### config.mk
export PLATFORM = sky130hd
export DESIGN_NAME = h264_rtp_fua_packetizer
export DESIGN_NICKNAME = d
export VERILOG_FILES = /design/src/rtl/core/h264rtp_pkg.sv /design/src/rtl/core/h264rtp_front.sv /design/src/rtl/core/h264rtp_cmdq.sv /design/src/rtl/core/h264rtp_back.sv /design/src/rtl/core/h264_rtp_fua_packetizer.sv
export SDC_FILE = /design/constraint.sdc
export NUM_CORES = 1
export LEC_CHECK = 0
export BUFFER_PORTS_ARGS = -buffer_cell sky130_fd_sc_hd__buf_2
export CORE_MARGIN = 2
export CORE_UTILIZATION = 41
export CTS_CLUSTER_DIAMETER = 100
export DETAILED_ROUTE_END_ITERATION = 16
export PLACE_DENSITY = 0.6
export SLEW_MARGIN = 30
export SYNTH_ARGS = -nofsm -noshare
export SYNTH_HDL_FRONTEND = slang
export SYNTH_SLANG_ARGS = --single-unit
### constraint.sdc
create_clock -name aclk -period 14.6 [get_ports aclk]
set_clock_uncertainty 0.15 [all_clocks]
set_input_delay 0.73 -clock aclk [delete_from_list [all_inputs] [get_ports aclk]]
set_output_delay 0.73 -clock aclk [all_outputs]
set_load 0.02 [all_outputs]
### src/rtl/core/h264rtp_pkg.sv
// ----------------------------------------------------------------------------
// h264rtp_pkg
// Shared types and constants of the H.264 RTP FU-A packetizer.
// ----------------------------------------------------------------------------
package h264rtp_pkg;

    localparam int NalLenW   = 21;
    localparam int CfgIdxW   = 3;
    localparam int CfgDataW  = 32;
    localparam int QueueDepth = 2;

    // configuration register indexes
    localparam logic [CfgIdxW-1:0] CFG_MAX_PACKET   = 3'd0;
    localparam logic [CfgIdxW-1:0] CFG_PAYLOAD_TYPE = 3'd1;
    localparam logic [CfgIdxW-1:0] CFG_SSRC         = 3'd2;
    localparam logic [CfgIdxW-1:0] CFG_FIRST_SEQ    = 3'd3;
    localparam logic [CfgIdxW-1:0] CFG_CHANNEL      = 3'd4;

    // register reset values
    localparam logic [15:0] RstMaxPacket  = 16'd1400;
    localparam logic [6:0]  RstPayloadType = 7'd96;
    localparam logic [31:0] RstSsrc       = 32'd0;
    localparam logic [15:0] RstFirstSeq   = 16'd0;
    localparam logic [7:0]  RstChannel    = 8'd0;

    localparam logic [15:0] MinPacket     = 16'd64;
    localparam logic [15:0] RtpHdrBytes   = 16'd12;
    localparam logic [15:0] FuPktHdrBytes = 16'd14;

    localparam logic [4:0]  NalTypeAud    = 5'd9;
    localparam logic [4:0]  NalTypeFuA    = 5'd28;
    localparam logic [7:0]  DollarByte    = 8'h24;
    localparam logic [7:0]  RtpVersionByte = 8'h80;

    // output sequencer steps, one per emitted byte
    localparam int StepW = 5;
    localparam logic [StepW-1:0] STEP_DOLLAR  = 5'd0;
    localparam logic [StepW-1:0] STEP_CHANNEL = 5'd1;
    localparam logic [StepW-1:0] STEP_LEN_HI  = 5'd2;
    localparam logic [StepW-1:0] STEP_LEN_LO  = 5'd3;
    localparam logic [StepW-1:0] STEP_VERSION = 5'd4;
    localparam logic [StepW-1:0] STEP_MPT     = 5'd5;
    localparam logic [StepW-1:0] STEP_SEQ_HI  = 5'd6;
    localparam logic [StepW-1:0] STEP_SEQ_LO  = 5'd7;
    localparam logic [StepW-1:0] STEP_TS_3    = 5'd8;
    localparam logic [StepW-1:0] STEP_TS_2    = 5'd9;
    localparam logic [StepW-1:0] STEP_TS_1    = 5'd10;
    localparam logic [StepW-1:0] STEP_TS_0    = 5'd11;
    localparam logic [StepW-1:0] STEP_SSRC_3  = 5'd12;
    localparam logic [StepW-1:0] STEP_SSRC_2  = 5'd13;
    localparam logic [StepW-1:0] STEP_SSRC_1  = 5'd14;
    localparam logic [StepW-1:0] STEP_SSRC_0  = 5'd15;
    localparam logic [StepW-1:0] STEP_FU_IND  = 5'd16;
    localparam logic [StepW-1:0] STEP_FU_HDR  = 5'd17;
    localparam logic [StepW-1:0] STEP_DATA    = 5'd18;

    typedef struct packed {
        logic [15:0] max_packet;
        logic [6:0]  payload_type;
        logic [31:0] ssrc;
        logic [15:0] first_seq;
        logic [7:0]  channel;
    } cfg_t;

    // one classified item: optional packet header, optional FU bytes, data byte
    typedef struct packed {
        logic        hdr;
        logic        fu;
        logic [15:0] rtp_len;
        logic        marker;
        logic [15:0] seq;
        logic [31:0] rtp_time;
        logic [7:0]  fu_ind;
        logic [7:0]  fu_hdr;
        logic [7:0]  data;
        logic        pend;
    } cmd_t;

endpackage

### src/rtl/core/h264rtp_front.sv
// ----------------------------------------------------------------------------
// h264rtp_front
// Classifies NAL bytes and tracks NAL/fragment state; pushes one command per
// byte that produces output.
// ----------------------------------------------------------------------------
module h264rtp_front #(
    parameter int MAX_NAL_BYTES = 1048576
) (
    input  logic                  aclk,
    input  logic                  aresetn,
    input  h264rtp_pkg::cfg_t     cfg,
    input  logic                  seq_load,
    input  logic                  accept,
    input  logic [7:0]            nal_byte,
    input  logic                  nal_start,
    input  logic [20:0]           nal_length,
    input  logic [31:0]           rtp_time,
    input  logic                  ends_frame,
    output logic                  push,
    output h264rtp_pkg::cmd_t     cmd
);

    localparam int LenW = h264rtp_pkg::NalLenW;

    logic [15:0]     seq_reg, seq_next;
    logic            frag_mode_reg, frag_mode_next;
    logic            drop_reg, drop_next;
    logic [LenW-1:0] nal_left_reg, nal_left_next;
    logic [15:0]     frag_left_reg, frag_left_next;
    logic [31:0]     time_reg, time_next;
    logic [1:0]      nri_reg, nri_next;
    logic [4:0]      type_reg, type_next;
    logic            frame_end_reg, frame_end_next;
    logic            first_frag_reg, first_frag_next;

    logic [15:0]     mtu, single_max, frag_cap, flen, frag_cur, frag_dec;
    logic [LenW-1:0] len_nz, len_c, start_left, left_dec;
    logic            fits_single, frag_last;

    assign mtu        = (cfg.max_packet < h264rtp_pkg::MinPacket) ?
                        h264rtp_pkg::MinPacket : cfg.max_packet;
    assign single_max = mtu - h264rtp_pkg::RtpHdrBytes;
    assign frag_cap   = mtu - h264rtp_pkg::FuPktHdrBytes;

    assign len_nz     = (nal_length == '0) ? LenW'(1) : nal_length;
    assign len_c      = (32'(len_nz) > 32'(MAX_NAL_BYTES)) ? LenW'(MAX_NAL_BYTES) : len_nz;
    assign start_left = len_c - LenW'(1);
    assign fits_single = (len_c <= LenW'(single_max));

    assign left_dec   = nal_left_reg - LenW'(1);
    assign flen       = (nal_left_reg < LenW'(frag_cap)) ? nal_left_reg[15:0] : frag_cap;
    assign frag_last  = (LenW'(flen) == nal_left_reg);
    assign frag_cur   = (frag_left_reg == '0) ? flen : frag_left_reg;
    assign frag_dec   = frag_cur - 16'd1;

    always_comb begin
        seq_next        = seq_reg;
        frag_mode_next  = frag_mode_reg;
        drop_next       = drop_reg;
        nal_left_next   = nal_left_reg;
        frag_left_next  = frag_left_reg;
        time_next       = time_reg;
        nri_next        = nri_reg;
        type_next       = type_reg;
        frame_end_next  = frame_end_reg;
        first_frag_next = first_frag_reg;

        push         = 1'b0;
        cmd          = '0;
        cmd.data     = nal_byte;
        cmd.seq      = seq_reg;
        cmd.rtp_time = time_reg;
        cmd.fu_ind   = {1'b0, nri_reg, h264rtp_pkg::NalTypeFuA};

        if (accept) begin
            if (nal_start) begin
                // latch NAL header, abandon anything still open
                time_next       = rtp_time;
                frame_end_next  = ends_frame;
                nri_next        = nal_byte[6:5];
                type_next       = nal_byte[4:0];
                nal_left_next   = start_left;
                frag_left_next  = '0;
                first_frag_next = 1'b1;
                frag_mode_next  = 1'b0;
                drop_next       = 1'b0;
                if (nal_byte[4:0] == h264rtp_pkg::NalTypeAud) begin
                    drop_next = (start_left != '0);
                end else if (fits_single) begin
                    push         = 1'b1;
                    cmd.hdr      = 1'b1;
                    cmd.rtp_len  = len_c[15:0] + h264rtp_pkg::RtpHdrBytes;
                    cmd.marker   = ends_frame;
                    cmd.rtp_time = rtp_time;
                    cmd.pend     = (start_left == '0);
                    seq_next     = seq_reg + 16'd1;
                end else begin
                    frag_mode_next = 1'b1;
                end
            end else if (nal_left_reg != '0) begin
                nal_left_next = left_dec;
                if (drop_reg) begin
                    if (left_dec == '0) begin
                        drop_next = 1'b0;
                    end
                end else if (!frag_mode_reg) begin
                    push     = 1'b1;
                    cmd.pend = (left_dec == '0);
                end else begin
                    push           = 1'b1;
                    frag_left_next = frag_dec;
                    cmd.pend       = (frag_dec == '0);
                    if (frag_left_reg == '0) begin
                        // open a new fragment
                        cmd.hdr         = 1'b1;
                        cmd.fu          = 1'b1;
                        cmd.rtp_len     = flen + h264rtp_pkg::FuPktHdrBytes;
                        cmd.marker      = frag_last && frame_end_reg;
                        cmd.fu_hdr      = {first_frag_reg, frag_last, 1'b0, type_reg};
                        first_frag_next = 1'b0;
                        seq_next        = seq_reg + 16'd1;
                    end
                end
            end
        end

        if (seq_load) begin
            seq_next = cfg.first_seq;
        end
    end

    always_ff @(posedge aclk) begin
        if (!aresetn) begin
            seq_reg        <= h264rtp_pkg::RstFirstSeq;
            frag_mode_reg  <= 1'b0;
            drop_reg       <= 1'b0;
            nal_left_reg   <= '0;
            frag_left_reg  <= '0;
            time_reg       <= '0;
            nri_reg        <= '0;
            type_reg       <= '0;
            frame_end_reg  <= 1'b0;
            first_frag_reg <= 1'b1;
        end else begin
            seq_reg        <= seq_next;
            frag_mode_reg  <= frag_mode_next;
            drop_reg       <= drop_next;
            nal_left_reg   <= nal_left_next;
            frag_left_reg  <= frag_left_next;
            time_reg       <= time_next;
            nri_reg        <= nri_next;
            type_reg       <= type_next;
            frame_end_reg  <= frame_end_next;
            first_frag_reg <= first_frag_next;
        end
    end

endmodule

### src/rtl/core/h264rtp_cmdq.sv
// ----------------------------------------------------------------------------
// h264rtp_cmdq
// Short command queue between the classifier and the byte sequencer.
// ----------------------------------------------------------------------------
module h264rtp_cmdq (
    input  logic              aclk,
    input  logic              aresetn,
    input  logic              push,
    input  h264rtp_pkg::cmd_t wdata,
    input  logic              pop,
    output h264rtp_pkg::cmd_t rdata,
    output logic              full,
    output logic              empty
);

    localparam int Depth = h264rtp_pkg::QueueDepth;
    localparam int PtrW  = (Depth > 1) ? $clog2(Depth) : 1;
    localparam int CntW  = $clog2(Depth + 1);

    h264rtp_pkg::cmd_t mem [Depth];
    logic [PtrW-1:0]   wr_ptr_reg, rd_ptr_reg;
    logic [CntW-1:0]   count_reg;
    logic              do_push, do_pop;

    assign full    = (count_reg == CntW'(Depth));
    assign empty   = (count_reg == '0);
    assign do_push = push && !full;
    assign do_pop  = pop && !empty;
    assign rdata   = mem[rd_ptr_reg];

    always_ff @(posedge aclk) begin
        if (do_push) begin
            mem[wr_ptr_reg] <= wdata;
        end
    end

    always_ff @(posedge aclk) begin
        if (!aresetn) begin
            wr_ptr_reg <= '0;
            rd_ptr_reg <= '0;
            count_reg  <= '0;
        end else begin
            if (do_push) begin
                wr_ptr_reg <= (wr_ptr_reg == PtrW'(Depth - 1)) ? '0 : wr_ptr_reg + PtrW'(1);
            end
            if (do_pop) begin
                rd_ptr_reg <= (rd_ptr_reg == PtrW'(Depth - 1)) ? '0 : rd_ptr_reg + PtrW'(1);
            end
            count_reg <= count_reg + CntW'(do_push) - CntW'(do_pop);
        end
    end

endmodule

### src/rtl/core/h264rtp_back.sv
// ----------------------------------------------------------------------------
// h264rtp_back
// Byte sequencer: expands the head command into header, FU and data bytes
// into a registered output stage.
// ----------------------------------------------------------------------------
module h264rtp_back (
    input  logic              aclk,
    input  logic              aresetn,
    input  h264rtp_pkg::cfg_t cfg,
    input  h264rtp_pkg::cmd_t head,
    input  logic              empty,
    output logic              pop,
    output logic              m_tvalid,
    input  logic              m_tready,
    output logic [7:0]        m_tdata,
    output logic              m_tlast,
    output logic              m_tuser
);

    localparam int StepW = h264rtp_pkg::StepW;

    logic [StepW-1:0] step_reg, step_next, cur_step, adv_step;
    logic             out_valid_reg;
    logic [7:0]       out_byte_reg;
    logic             out_last_reg, out_user_reg;
    logic             load, emit, done;
    logic [7:0]       byte_sel;

    // a command without header starts straight at its data byte
    assign cur_step = (step_reg == h264rtp_pkg::STEP_DOLLAR && !head.hdr) ?
                      h264rtp_pkg::STEP_DATA : step_reg;
    assign done     = (cur_step == h264rtp_pkg::STEP_DATA);
    assign load     = !out_valid_reg || m_tready;
    assign emit     = load && !empty;
    assign pop      = emit && done;

    always_comb begin
        if (cur_step == h264rtp_pkg::STEP_SSRC_0) begin
            adv_step = head.fu ? h264rtp_pkg::STEP_FU_IND : h264rtp_pkg::STEP_DATA;
        end else begin
            adv_step = cur_step + StepW'(1);
        end
        step_next = step_reg;
        if (emit) begin
            step_next = done ? h264rtp_pkg::STEP_DOLLAR : adv_step;
        end
    end

    always_comb begin
        unique case (cur_step)
            h264rtp_pkg::STEP_DOLLAR:  byte_sel = h264rtp_pkg::DollarByte;
            h264rtp_pkg::STEP_CHANNEL: byte_sel = cfg.channel;
            h264rtp_pkg::STEP_LEN_HI:  byte_sel = head.rtp_len[15:8];
            h264rtp_pkg::STEP_LEN_LO:  byte_sel = head.rtp_len[7:0];
            h264rtp_pkg::STEP_VERSION: byte_sel = h264rtp_pkg::RtpVersionByte;
            h264rtp_pkg::STEP_MPT:     byte_sel = {head.marker, cfg.payload_type};
            h264rtp_pkg::STEP_SEQ_HI:  byte_sel = head.seq[15:8];
            h264rtp_pkg::STEP_SEQ_LO:  byte_sel = head.seq[7:0];
            h264rtp_pkg::STEP_TS_3:    byte_sel = head.rtp_time[31:24];
            h264rtp_pkg::STEP_TS_2:    byte_sel = head.rtp_time[23:16];
            h264rtp_pkg::STEP_TS_1:    byte_sel = head.rtp_time[15:8];
            h264rtp_pkg::STEP_TS_0:    byte_sel = head.rtp_time[7:0];
            h264rtp_pkg::STEP_SSRC_3:  byte_sel = cfg.ssrc[31:24];
            h264rtp_pkg::STEP_SSRC_2:  byte_sel = cfg.ssrc[23:16];
            h264rtp_pkg::STEP_SSRC_1:  byte_sel = cfg.ssrc[15:8];
            h264rtp_pkg::STEP_SSRC_0:  byte_sel = cfg.ssrc[7:0];
            h264rtp_pkg::STEP_FU_IND:  byte_sel = head.fu_ind;
            h264rtp_pkg::STEP_FU_HDR:  byte_sel = head.fu_hdr;
            default:                   byte_sel = head.data;
        endcase
    end

    always_ff @(posedge aclk) begin
        if (!aresetn) begin
            step_reg      <= h264rtp_pkg::STEP_DOLLAR;
            out_valid_reg <= 1'b0;
        end else begin
            step_reg <= step_next;
            if (load) begin
                out_valid_reg <= !empty;
            end
        end
    end

    always_ff @(posedge aclk) begin
        if (emit) begin
            out_byte_reg <= byte_sel;
            out_last_reg <= done && head.pend;
            out_user_reg <= done;
        end
    end

    assign m_tvalid = out_valid_reg;
    assign m_tdata  = out_byte_reg;
    assign m_tlast  = out_last_reg;
    assign m_tuser  = out_user_reg;

endmodule

### src/rtl/core/h264_rtp_fua_packetizer.sv
// ----------------------------------------------------------------------------
// h264_rtp_fua_packetizer
// H.264 NAL byte stream to RTP-over-TCP interleaved packets (single NAL and
// FU-A), one byte per cycle on each side when not held by back-pressure.
// ----------------------------------------------------------------------------
// Path: an accepted payload byte is written into the command queue and, with
//   nothing queued ahead of it, then loaded into the output register on m_tdata.
// Throughput: one payload byte per cycle while m_tready stays high; a packet start adds
//   16 header bytes (18 for an FU-A fragment), set by the one-byte-per-cycle output sequencer.
// Reset: synchronous on aresetn low; empties the command queue and output
//   stage, restores register defaults and reloads the sequence counter.
// ----------------------------------------------------------------------------
module h264_rtp_fua_packetizer #(
    parameter int MAX_NAL_BYTES = 1048576
) (
    input  logic        aclk,
    input  logic        aresetn,
    // input stream
    input  logic        s_tvalid,
    output logic        s_tready,
    input  logic [63:0] s_tdata,   // nal_byte[7:0], nal_length[28:8], rtp_time[60:29],
                                   // ends_frame[61], zero[63:62]
    input  logic        s_tuser,   // nal_start[0]
    // packet stream
    output logic        m_tvalid,
    input  logic        m_tready,
    output logic [7:0]  m_tdata,   // out_byte[7:0]
    output logic        m_tlast,   // packet_end
    output logic        m_tuser,   // run_last[0]
    // configuration
    input  logic        cfg_wr_en,
    input  logic [2:0]  cfg_addr,
    input  logic [31:0] cfg_wdata
);

    // configuration registers
    logic [15:0] max_packet_reg;
    logic [6:0]  payload_type_reg;
    logic [31:0] ssrc_reg;
    logic [15:0] first_seq_reg;
    logic [7:0]  channel_reg;

    h264rtp_pkg::cfg_t cfg;
    h264rtp_pkg::cmd_t push_cmd, head_cmd;
    logic              accept, push, pop, q_full, q_empty, seq_load;

    always_ff @(posedge aclk) begin
        if (!aresetn) begin
            max_packet_reg   <= h264rtp_pkg::RstMaxPacket;
            payload_type_reg <= h264rtp_pkg::RstPayloadType;
            ssrc_reg         <= h264rtp_pkg::RstSsrc;
            first_seq_reg    <= h264rtp_pkg::RstFirstSeq;
            channel_reg      <= h264rtp_pkg::RstChannel;
        end else if (cfg_wr_en) begin
            case (cfg_addr)
                h264rtp_pkg::CFG_MAX_PACKET:   max_packet_reg   <= cfg_wdata[15:0];
                h264rtp_pkg::CFG_PAYLOAD_TYPE: payload_type_reg <= cfg_wdata[6:0];
                h264rtp_pkg::CFG_SSRC:         ssrc_reg         <= cfg_wdata;
                h264rtp_pkg::CFG_FIRST_SEQ:    first_seq_reg    <= cfg_wdata[15:0];
                h264rtp_pkg::CFG_CHANNEL:      channel_reg      <= cfg_wdata[7:0];
                default: ;  // drop writes beyond the register list
            endcase
        end
    end

    // the sequence counter reloads on the same edge as its register
    assign seq_load = cfg_wr_en && (cfg_addr == h264rtp_pkg::CFG_FIRST_SEQ);

    always_comb begin
        cfg.max_packet   = max_packet_reg;
        cfg.payload_type = payload_type_reg;
        cfg.ssrc         = ssrc_reg;
        cfg.first_seq    = seq_load ? cfg_wdata[15:0] : first_seq_reg;
        cfg.channel      = channel_reg;
    end

    // accept whenever the queue has room; every item makes at most one command
    assign s_tready = !q_full;
    assign accept   = s_tvalid && s_tready;

    h264rtp_front #(
        .MAX_NAL_BYTES (MAX_NAL_BYTES)
    ) u_front (
        .aclk       (aclk),
        .aresetn    (aresetn),
        .cfg        (cfg),
        .seq_load   (seq_load),
        .accept     (accept),
        .nal_byte   (s_tdata[7:0]),
        .nal_start  (s_tuser),
        .nal_length (s_tdata[28:8]),
        .rtp_time   (s_tdata[60:29]),
        .ends_frame (s_tdata[61]),
        .push       (push),
        .cmd        (push_cmd)
    );

    h264rtp_cmdq u_cmdq (
        .aclk    (aclk),
        .aresetn (aresetn),
        .push    (push),
        .wdata   (push_cmd),
        .pop     (pop),
        .rdata   (head_cmd),
        .full    (q_full),
        .empty   (q_empty)
    );

    h264rtp_back u_back (
        .aclk     (aclk),
        .aresetn  (aresetn),
        .cfg      (cfg),
        .head     (head_cmd),
        .empty    (q_empty),
        .pop      (pop),
        .m_tvalid (m_tvalid),
        .m_tready (m_tready),
        .m_tdata  (m_tdata),
        .m_tlast  (m_tlast),
        .m_tuser  (m_tuser)
    );

endmodule

==> results of run 1 <==
## worst max-delay path, stage by stage, from the launching register on
cell	delay, ns
dfxtp_1	0.41
or4_4	0.64
or4_4	0.55
and2_1	0.22
ha_1	0.30
a2111oi_0	0.71
nand3_1	0.21
mux2_2	0.37
inv_1	0.26
ha_1	0.31
nand2b_1	0.09
o21ai_0	0.08
a31o_2	0.26
a31oi_1	0.32
and2_1	0.73
o31ai_1	0.23
o22ai_4	0.25
ha_1	0.21
o21a_2	0.23
and4_4	0.27
xnor2_1	0.09
or3_1	0.39
o41ai_2	0.61
## power groups by stage
stage / combinational (uW) / sequential, uW / clock, uW
final: 1160 / 1260 / 1020
after detailed placement: 1140 / 1280 / 0
after floorplan: 811 / 1240 / 0
after global routing: 1250 / 1270 / 1070
after CTS: 1140 / 1260 / 1040
after global placement: 1130 / 1270 / 0
## logic make-up after synthesis
| kind of cell | count (synthesis) | share of synthesized area |
|---|---|---|
| muxes | 111 | 0.0586 |
| AOI/OAI and AO/OA | 466 | 0.154 |
| buffers and inverters | 183 | 0.0370 |
| adders and majority gates | 47 | 0.0305 |
| DFF | 350 | 0.457 |
| and+or+nand+nor | 892 | 0.217 |
| xor gates and xnor gates | 100 | 0.0455 |
## final cells by class
class	instances	area [sq um]	area share
Inverter	43	164	0.00760
Timing Repair Buffer	136	739	0.0343
Clock buffer	56	1110	0.0515
Sequential cell	350	8810	0.409
Clock inverter	15	206	0.00957
Tap cell	607	759	0.0352
Multi-Input combinational cell	1616	9780	0.453
## final timing paths
kind,cells past startpoint,endpoint,from,slack (ns)
max,22,u_cmdq.mem[1][0],max_packet_reg[8],6.41
max reg2reg,22,u_cmdq.mem[1][0],max_packet_reg[8],6.41
min reg2reg,2,u_front.time_reg[31],u_front.time_reg[31],0.30
min,1,u_cmdq.mem[0][7],s_tdata[6],0.23
## cells in the mapped netlist, types with 47 or more instances
cell	count
clkbuf_1	124
mux2i_1	98
nand2_1	395
nand3_1	51
xnor2_1	68
dfxtp_1	170
edfxtp_1	180
a21oi_1	184
ha_1	47
o21ai_0	81
nor2_1	175
nor3_1	57
## metal layers
layer | track usage | vias to the layer above | wire (um)
met4 | 0.0704 | 4 | 1500
met5 | 0 | - | 23
met1 | 0.359 | 8080 | 28200
met3 | 0.0392 | 94 | 4210
met2 | 0.394 | 620 | 28200
li1 | - | 7827 | -
## per-stage QoR
| stage | cell area, sq um | hold WS, ns |
|---|---|---|
| floorplan | 19300 | 0.275 |
| global placement | 20200 | 0.281 |
| detailed placement | 20200 | 0.296 |
| CTS | 21600 | 0.206 |
| global route | 21600 | 0.220 |
| finish | 21600 | 0.226 |
==> flow_summary.json, run 1 <==
{
  "drt_iter0_markers": 1699,
  "layout-drive-gt1-share": 0.119,
  "layout_commonest_cell": "nand2_1",
  "final_cell_mix": "394 x nand2_1, 184 x a21oi_1, 180 x edfxtp_1",
  "pre_cts_ws_ns": 6.75,
  "p_leak_uw": 0.00777,
  "ir_drop_uv": 114,
  "core_sq_um": 46500,
  "setup_viol": 0,
  "synth_seq_area_share": 0.457,
  "ant_nets": 0,
  "route.detailed.drc": 0,
  "clk_latency_ns": 0.57,
  "diodes": 0,
  "fin_crit_ns": 8.19,
  "cp_max_fo": 23,
  "post_drt_wl_per_cell_um": 22.0,
  "clockRootBuffer": "clkbuf_16",
  "sw_frac_of_total": 0.370,
  "synthCells": 2149,
  "grt_pass1_wl_um": 93200,
  "clk_pin_slew_ns": 0.06,
  "cp.required_ns": 14.73,
  "synth_edf_count": 180,
  "p_sw_uw": 1270,
  "status": "complete, no violations",
  "grt_max_degree": 93,
  "place_inst": 2752,
  "fmax_mhz": 122,
  "place_congestion": 0.937,
  "grtUsageTotal": 0.251,
  "synth_top_cell_area_share": 0.281,
  "vias": 16625,
  "dieArea_sq_um": 48700,
  "syn_nets": 2301,
  "hold_viol_final": 0,
  "timing.final.crit_share": 0.561,
  "dr.pass1.iters": 5,
  "finalCoreUtilization": 0.464,
  "cap_violations": 0,
  "cts.repair.resized": 0,
  "overflow": 0,
  "largest_reg_flops": 170,
  "ys_ff_latch": 350,
  "pwr-share-comb": 0.338,
  "ios": 117,
  "fill_cells": 4469,
  "internal_power_uw": 2170,
  "setup_slack_ns": 6.41,
  "report.final.slew_viol_count": 0,
  "die_w_um": 221,
  "nets": 2338,
  "synth-warning-count": 0,
  "seqPwrFrac": 0.366,
  "area_growth_pct": 12.0,
  "clockPowerShare": 0.296,
  "antenna_found_initial": 3,
  "powerDensity_nw_per_um2": 159,
  "p_total_uw": 3440,
  "first_global_vias": 15391,
  "fin_cells": 2823,
  "syn_area_sq_um": 19300,
  "wl_um": 62100,
  "cp-end-kind": "flip-flop",
  "via_per_inst": 5.89,
  "synth_area_leaders": "edfxtp_1 28%, dfxtp_1 18%, nand2_1 7.7%, mux2i_1 5.1%, a21oi_1 4.8%",
  "arrival_ns": 8.32,
  "synth.distinct_cells": 91,
  "synthFlopType": "edfxtp_1",
  "io_buffers": 114,
  "rows": 79,
  "setup.worst_path.class": "reg -> reg",
  "rsz0062_at_grt": "false",
  "synth_largest_area_cell": "edfxtp_1",
  "slew_headroom": 0.312,
  "tightest_slew_ns": 1.03,
  "cts_sinks": 350,
  "hold_class": "in -> reg",
  "htree_levels": 2,
  "avgSynthCellArea_sq_um": 8.96,
  "clock_path_buffers": 3,
  "startpoint_type": "flip-flop",
  "post_cts_buffers": 0,
  "ctsHoldBuffers": 0,
  "cts_buffers": 39,
  "die_h_um": 221,
  "start_util": 0.414,
  "fin_tns_setup_ns": 0,
  "tritoncts": "done",
  "async_reset_ff_frac": 0,
  "dpl.hpwl_um": 44100
}
No activity file was read; power rests on OpenSTA's default activity.
==> run 2: changes to the inputs <==
PLACE_DENSITY = 0.62   (was 0.6)
clock period = 6.75 ns   (was 14.6 ns; I/O delays follow)
==> flow_summary.json, run 2 (synthesis results as in run 1) <==
{
  "rrSetupSlack_ns": 0.27,
  "min_path_cells": 3,
  "cp_max_fo": 6,
  "grtUsageTotal": 0.254,
  "start_util": 0.414,
  "pre_cts_ws_ns": 0.187,
  "timing.final.crit_share": 0.960,
  "dpl.hpwl_um": 45100,
  "slowest_delay_ns": 0.54,
  "post_cts_buffers": 0,
  "die_h_um": 221,
  "io_buffers": 114,
  "fin_tns_setup_ns": 0,
  "rr_endpoint": "u_cmdq.mem[0][0]",
  "sw_frac_of_total": 0.369,
  "clockPowerShare": 0.287,
  "area_growth_pct": 18.2,
  "arrival_ns": 6.74,
  "clock_path_buffers": 3,
  "p_leak_uw": 0.00832,
  "antenna_found_initial": 2,
  "fill_cells": 4286,
  "powerDensity_nw_per_um2": 332,
  "drt_iter0_markers": 1914,
  "multi_input_area_sq_um": 9850,
  "fmax_mhz": 154,
  "tightest_slew_ns": 1.00,
  "hold_class": "in -> reg",
  "cap_violations": 0,
  "post_drt_wl_per_cell_um": 21.4,
  "setup_slack_ns": 0.269,
  "hold_viol_final": 0,
  "die_w_um": 221,
  "ios": 117,
  "setup_viol": 0,
  "cts_sinks": 350,
  "fin_crit_ns": 6.48,
  "cp.required_ns": 7.01,
  "dr.pass1.iters": 7,
  "ant_nets": 0,
  "rows": 79,
  "internal_power_uw": 4760,
  "setup.worst_path.class": "reg -> reg",
  "clk_pin_slew_ns": 0.06,
  "route.detailed.drc": 0,
  "whs_endpoint": "ssrc_reg[6]",
  "report.final.slew_viol_count": 0,
  "largest_reg_flops": 170,
  "p_sw_uw": 2790,
  "clockRootBuffer": "clkbuf_16",
  "clk_latency_ns": 0.55,
  "slew_headroom": 0.332,
  "wl_um": 63000,
  "grt_max_degree": 86,
  "layout-drive-gt1-share": 0.137,
  "via_per_inst": 5.83,
  "diodes": 0,
  "htree_levels": 2,
  "r2r_start": "max_packet_reg[8]",
  "ir_drop_uv": 307,
  "r2r_cells": 25,
  "min_from": "cfg_wdata[6]",
  "dieArea_sq_um": 48700,
  "vias": 17119,
  "place_congestion": 1.00,
  "overflow": 0,
  "cts_buffers": 39,
  "nets": 2450,
  "grt_pass1_wl_um": 95100,
  "post-route-cell-area_sq_um": 22700,
  "rsz0062_at_grt": "false",
  "layout_commonest_cell": "nand2_1",
  "first_global_vias": 16159,
  "core_sq_um": 46500,
  "pwr-share-comb": 0.355,
  "cp-end-kind": "flip-flop",
  "status": "complete, no violations",
  "seq_area_sq_um": 8810,
  "startpoint_type": "flip-flop",
  "tritoncts": "done",
  "final_cell_mix": "393 x nand2_1, 184 x a21oi_1, 180 x edfxtp_1",
  "dpl-instance-area_sq_um": 20600,
  "seqPwrFrac": 0.357,
  "critPathSlowestCell": "or4_4"
}
==> run 2: how the worst max path moves through the flow <==
stage | from | to | depth (start not counted)
6_report | max_packet_reg[8] | u_cmdq.mem[0][0] | 25
5_1_grt | max_packet_reg[8] | u_cmdq.mem[0][0] | 25
3_3_place_gp | max_packet_reg[8] | u_cmdq.mem[1][0] | 23
3_5_place_dp | max_packet_reg[8] | u_cmdq.mem[0][0] | 24
2_1_floorplan | max_packet_reg[8] | u_cmdq.mem[0][0] | 26
4_1_cts | max_packet_reg[8] | u_cmdq.mem[0][0] | 25
==> run 2: power groups by stage <==
stage               Clock (uW)  Sequential [uW]  Combinational, uW
detailed placement           0             2740               2570
global placement             0             2730               2530
global route              2290             2720               2910
CTS                       2210             2690               2620
finish                    2170             2700               2680
floorplan                    0             2680               1760
==> run 2: worst max-delay path, delay by kind of cell (launching register included) <==
kind	cells	cell delay [ns]
xor gates and xnor gates	1	0.19
DFF	1	0.31
AOI/OAI and AO/OA	9	2.44
and+or+nand+nor	8	2.06
adders and majority gates	3	0.62
buffers and inverters	4	0.55
==> run 2: per-stage QoR <==
stage	util	power, uW	hold WS (ns)	instances
global route	0.490	7920	0.0194	2936
CTS	0.488	7520	0.00218	2936
detailed placement	0.444	5310	0.297	2793
global placement	0.443	5250	0.283	2791
finish	0.490	7550	0.0232	2936
floorplan	-	4430	0.275	2149
==> run 2: timing repair <==
item	in CTS	in global routing
hold buffers	71	0
resized for setup	0	19
setup endpoints to repair	0	13
hold endpoints to repair	168	0
==> run 2: metal layers <==
layer	global-route usage	vias up	wire, um
li1	-	8041	-
met1	0.354	8283	27700
met2	0.410	678	29000
met3	0.0360	113	4380
met4	0.0782	4	1890
met5	0	-	21
==> run 2: final cells by class <==
cell class | count | area share
repair buffers | 248 | 0.0805
clock inverters | 16 | 0.00880
inverters | 43 | 0.00720
flip-flops and latches | 350 | 0.387
well taps | 607 | 0.0334
multi-input cells | 1616 | 0.433
clock buffers | 56 | 0.0497
==> run 3: changes to the inputs <==
BUFFER_PORTS_ARGS = default   (was -buffer_cell sky130_fd_sc_hd__buf_2)
DONT_BUFFER_PORTS = 1   (was default)
PLACE_DENSITY = 0.59   (was 0.62)
clock period = 5.8 ns   (was 6.75 ns; I/O delays follow)
==> flow_summary.json, run 3 (synthesis results as in run 1) <==
{
  "dpl.hpwl_um": 47600,
  "setup.worst_path.class": "reg -> reg",
  "layout_commonest_cell": "nand2_1",
  "cp_max_fo": 6,
  "first_global_vias": 16122,
  "timing.final.crit_share": 1.05,
  "wl_um": 67200,
  "cp.required_ns": 6.06,
  "clockPowerShare": 0.267,
  "pre_cts_ws_ns": -0.255,
  "pwr-share-comb": 0.398,
  "violations": "negative setup slack",
  "clk_pin_slew_ns": 0.06,
  "cts_sinks": 350,
  "dpl-instance-area_sq_um": 21100,
  "startpoint_type": "flip-flop",
  "rows": 79,
  "setup_slack_ns": -0.303,
  "powerDensity_nw_per_um2": 399,
  "route.detailed.drc": 0,
  "clock_path_buffers": 3,
  "nets": 2477,
  "start_util": 0.414,
  "p_leak_uw": 0.00870,
  "arrival_ns": 6.37,
  "layout-drive-gt1-share": 0.171,
  "area_growth_pct": 24.6,
  "grt_pass1_wl_um": 99600,
  "io_buffers": 0,
  "cts_buffers": 40,
  "die_h_um": 221,
  "ir_drop_uv": 388,
  "drt_iter0_markers": 1745,
  "grt_max_degree": 86,
  "clockRootBuffer": "clkbuf_16",
  "post_drt_wl_per_cell_um": 22.7,
  "core_sq_um": 46500,
  "hold_viol_final": 0,
  "hold_class": "in -> reg",
  "dieArea_sq_um": 48700,
  "antenna_found_initial": 3,
  "tightest_slew_ns": 0.969,
  "via_per_inst": 5.85,
  "status": "finished, violations left",
  "ios": 117,
  "clk_latency_ns": 0.56,
  "final_cell_mix": "391 x nand2_1, 180 x edfxtp_1, 179 x a21oi_1",
  "cp-end-kind": "flip-flop",
  "vias": 17371,
  "seqPwrFrac": 0.335,
  "tritoncts": "done",
  "sw_frac_of_total": 0.367,
  "p_total_uw": 9570,
  "overflow": 0,
  "ant_nets": 0,
  "p_sw_uw": 3510,
  "htree_levels": 2,
  "dr.pass1.iters": 9,
  "rsz0062_at_grt": "true",
  "slew_headroom": 0.354,
  "grtUsageTotal": 0.269,
  "fin_crit_ns": 6.10,
  "setup_viol": 9,
  "fin_cells": 2967,
  "fin_tns_setup_ns": -0.967,
  "cap_violations": 0,
  "place_congestion": 0.962,
  "place_inst": 2782,
  "largest_reg_flops": 170,
  "internal_power_uw": 6060,
  "post-route-cell-area_sq_um": 24000,
  "report.final.slew_viol_count": 0,
  "fmax_mhz": 164,
  "die_w_um": 221
}
## run 3: changes by cell type in the layout (fill, tap and decap cells not counted), sizes merged
cell         delta
dlygate4sd3    +18
buf             +8
clkinv          +3
diode           +3
inv             -2
bufinv          +1
clkbuf          +1
clkinvlp        -1
## run 3: final timing paths
kind / from / to / slack, ns / cells past startpoint
worst min-delay path: s_tdata[23] / u_cmdq.mem[0][83] / 0.004 / 2
worst max-delay path: max_packet_reg[10] / u_cmdq.mem[0][0] / -0.30 / 23
worst max register to register: max_packet_reg[10] / u_cmdq.mem[0][0] / -0.30 / 23
worst min register to register: u_front.type_reg[4] / u_front.type_reg[4] / 0.30 / 2
## run 3: power groups by stage
stage / clock [uW] / sequential (uW) / combinational [uW]
final: 2560 / 3200 / 3810
after global routing: 2700 / 3230 / 4070
after global placement: 0 / 3240 / 3260
after detailed placement: 0 / 3250 / 3290
after CTS: 2600 / 3200 / 3510
after floorplan: 0 / 3110 / 2120
## run 3: layout make-up
cell class,instances,area (sq um)
multi-input combinational,1616,10500
clock buffer,57,1120
inverter,43,164
antenna,3,7.51
fill,4282,22500
sequential,350,8810
timing repair buffer,274,2380
tap,607,759
clock inverter,17,218
## run 3: per-layer routing
layer | GRT usage | up-vias | wire length [um]
met2 | 0.427 | 685 | 30500
met5 | 0 | - | 13
met1 | 0.382 | 8481 | 30200
li1 | - | 8099 | -
met3 | 0.0412 | 104 | 4780
met4 | 0.0729 | 2 | 1720
## run 3: timing repair
| action | 4_1_cts | 5_1_grt |
|---|---|---|
| cloned | 1 | 0 |
| hold buffers | 90 | 1 |
| pin swaps | 10 | 46 |
| resized for setup | 24 | 78 |
| setup buffers | 9 | 12 |
| endpoints found under the setup margin | 15 | 30 |
| endpoints found under the hold margin | 231 | 2 |
## run 3: critical path, stage by stage, from the launching register on
cell and delay (ns):
dfxtp_2 0.32, or4_4 0.53, or4_4 0.54, and2_4 0.17, ha_4 0.17, a2111oi_4 0.38
nand3_2 0.17, o31ai_4 0.32, ha_4 0.25, nand4b_1 0.09, nand4b_1 0.13, a31o_2 0.27
a31oi_4 0.17, buf_6 0.13, and2_4 0.18, o31ai_2 0.09, o22ai_4 0.28, ha_4 0.19
o21a_4 0.15, o2111ai_2 0.11, a32o_2 0.26, or3_4 0.34, o41ai_4 0.33, buf_4 0.20
## run 3: stage by stage
step	hold WS, ns	utilization
2_1_floorplan	0.239	-
3_3_place_gp	0.224	0.453
3_5_place_dp	0.229	0.453
4_1_cts	0.00959	0.506
5_1_grt	0.00191	0.517
6_report	0.00391	0.517
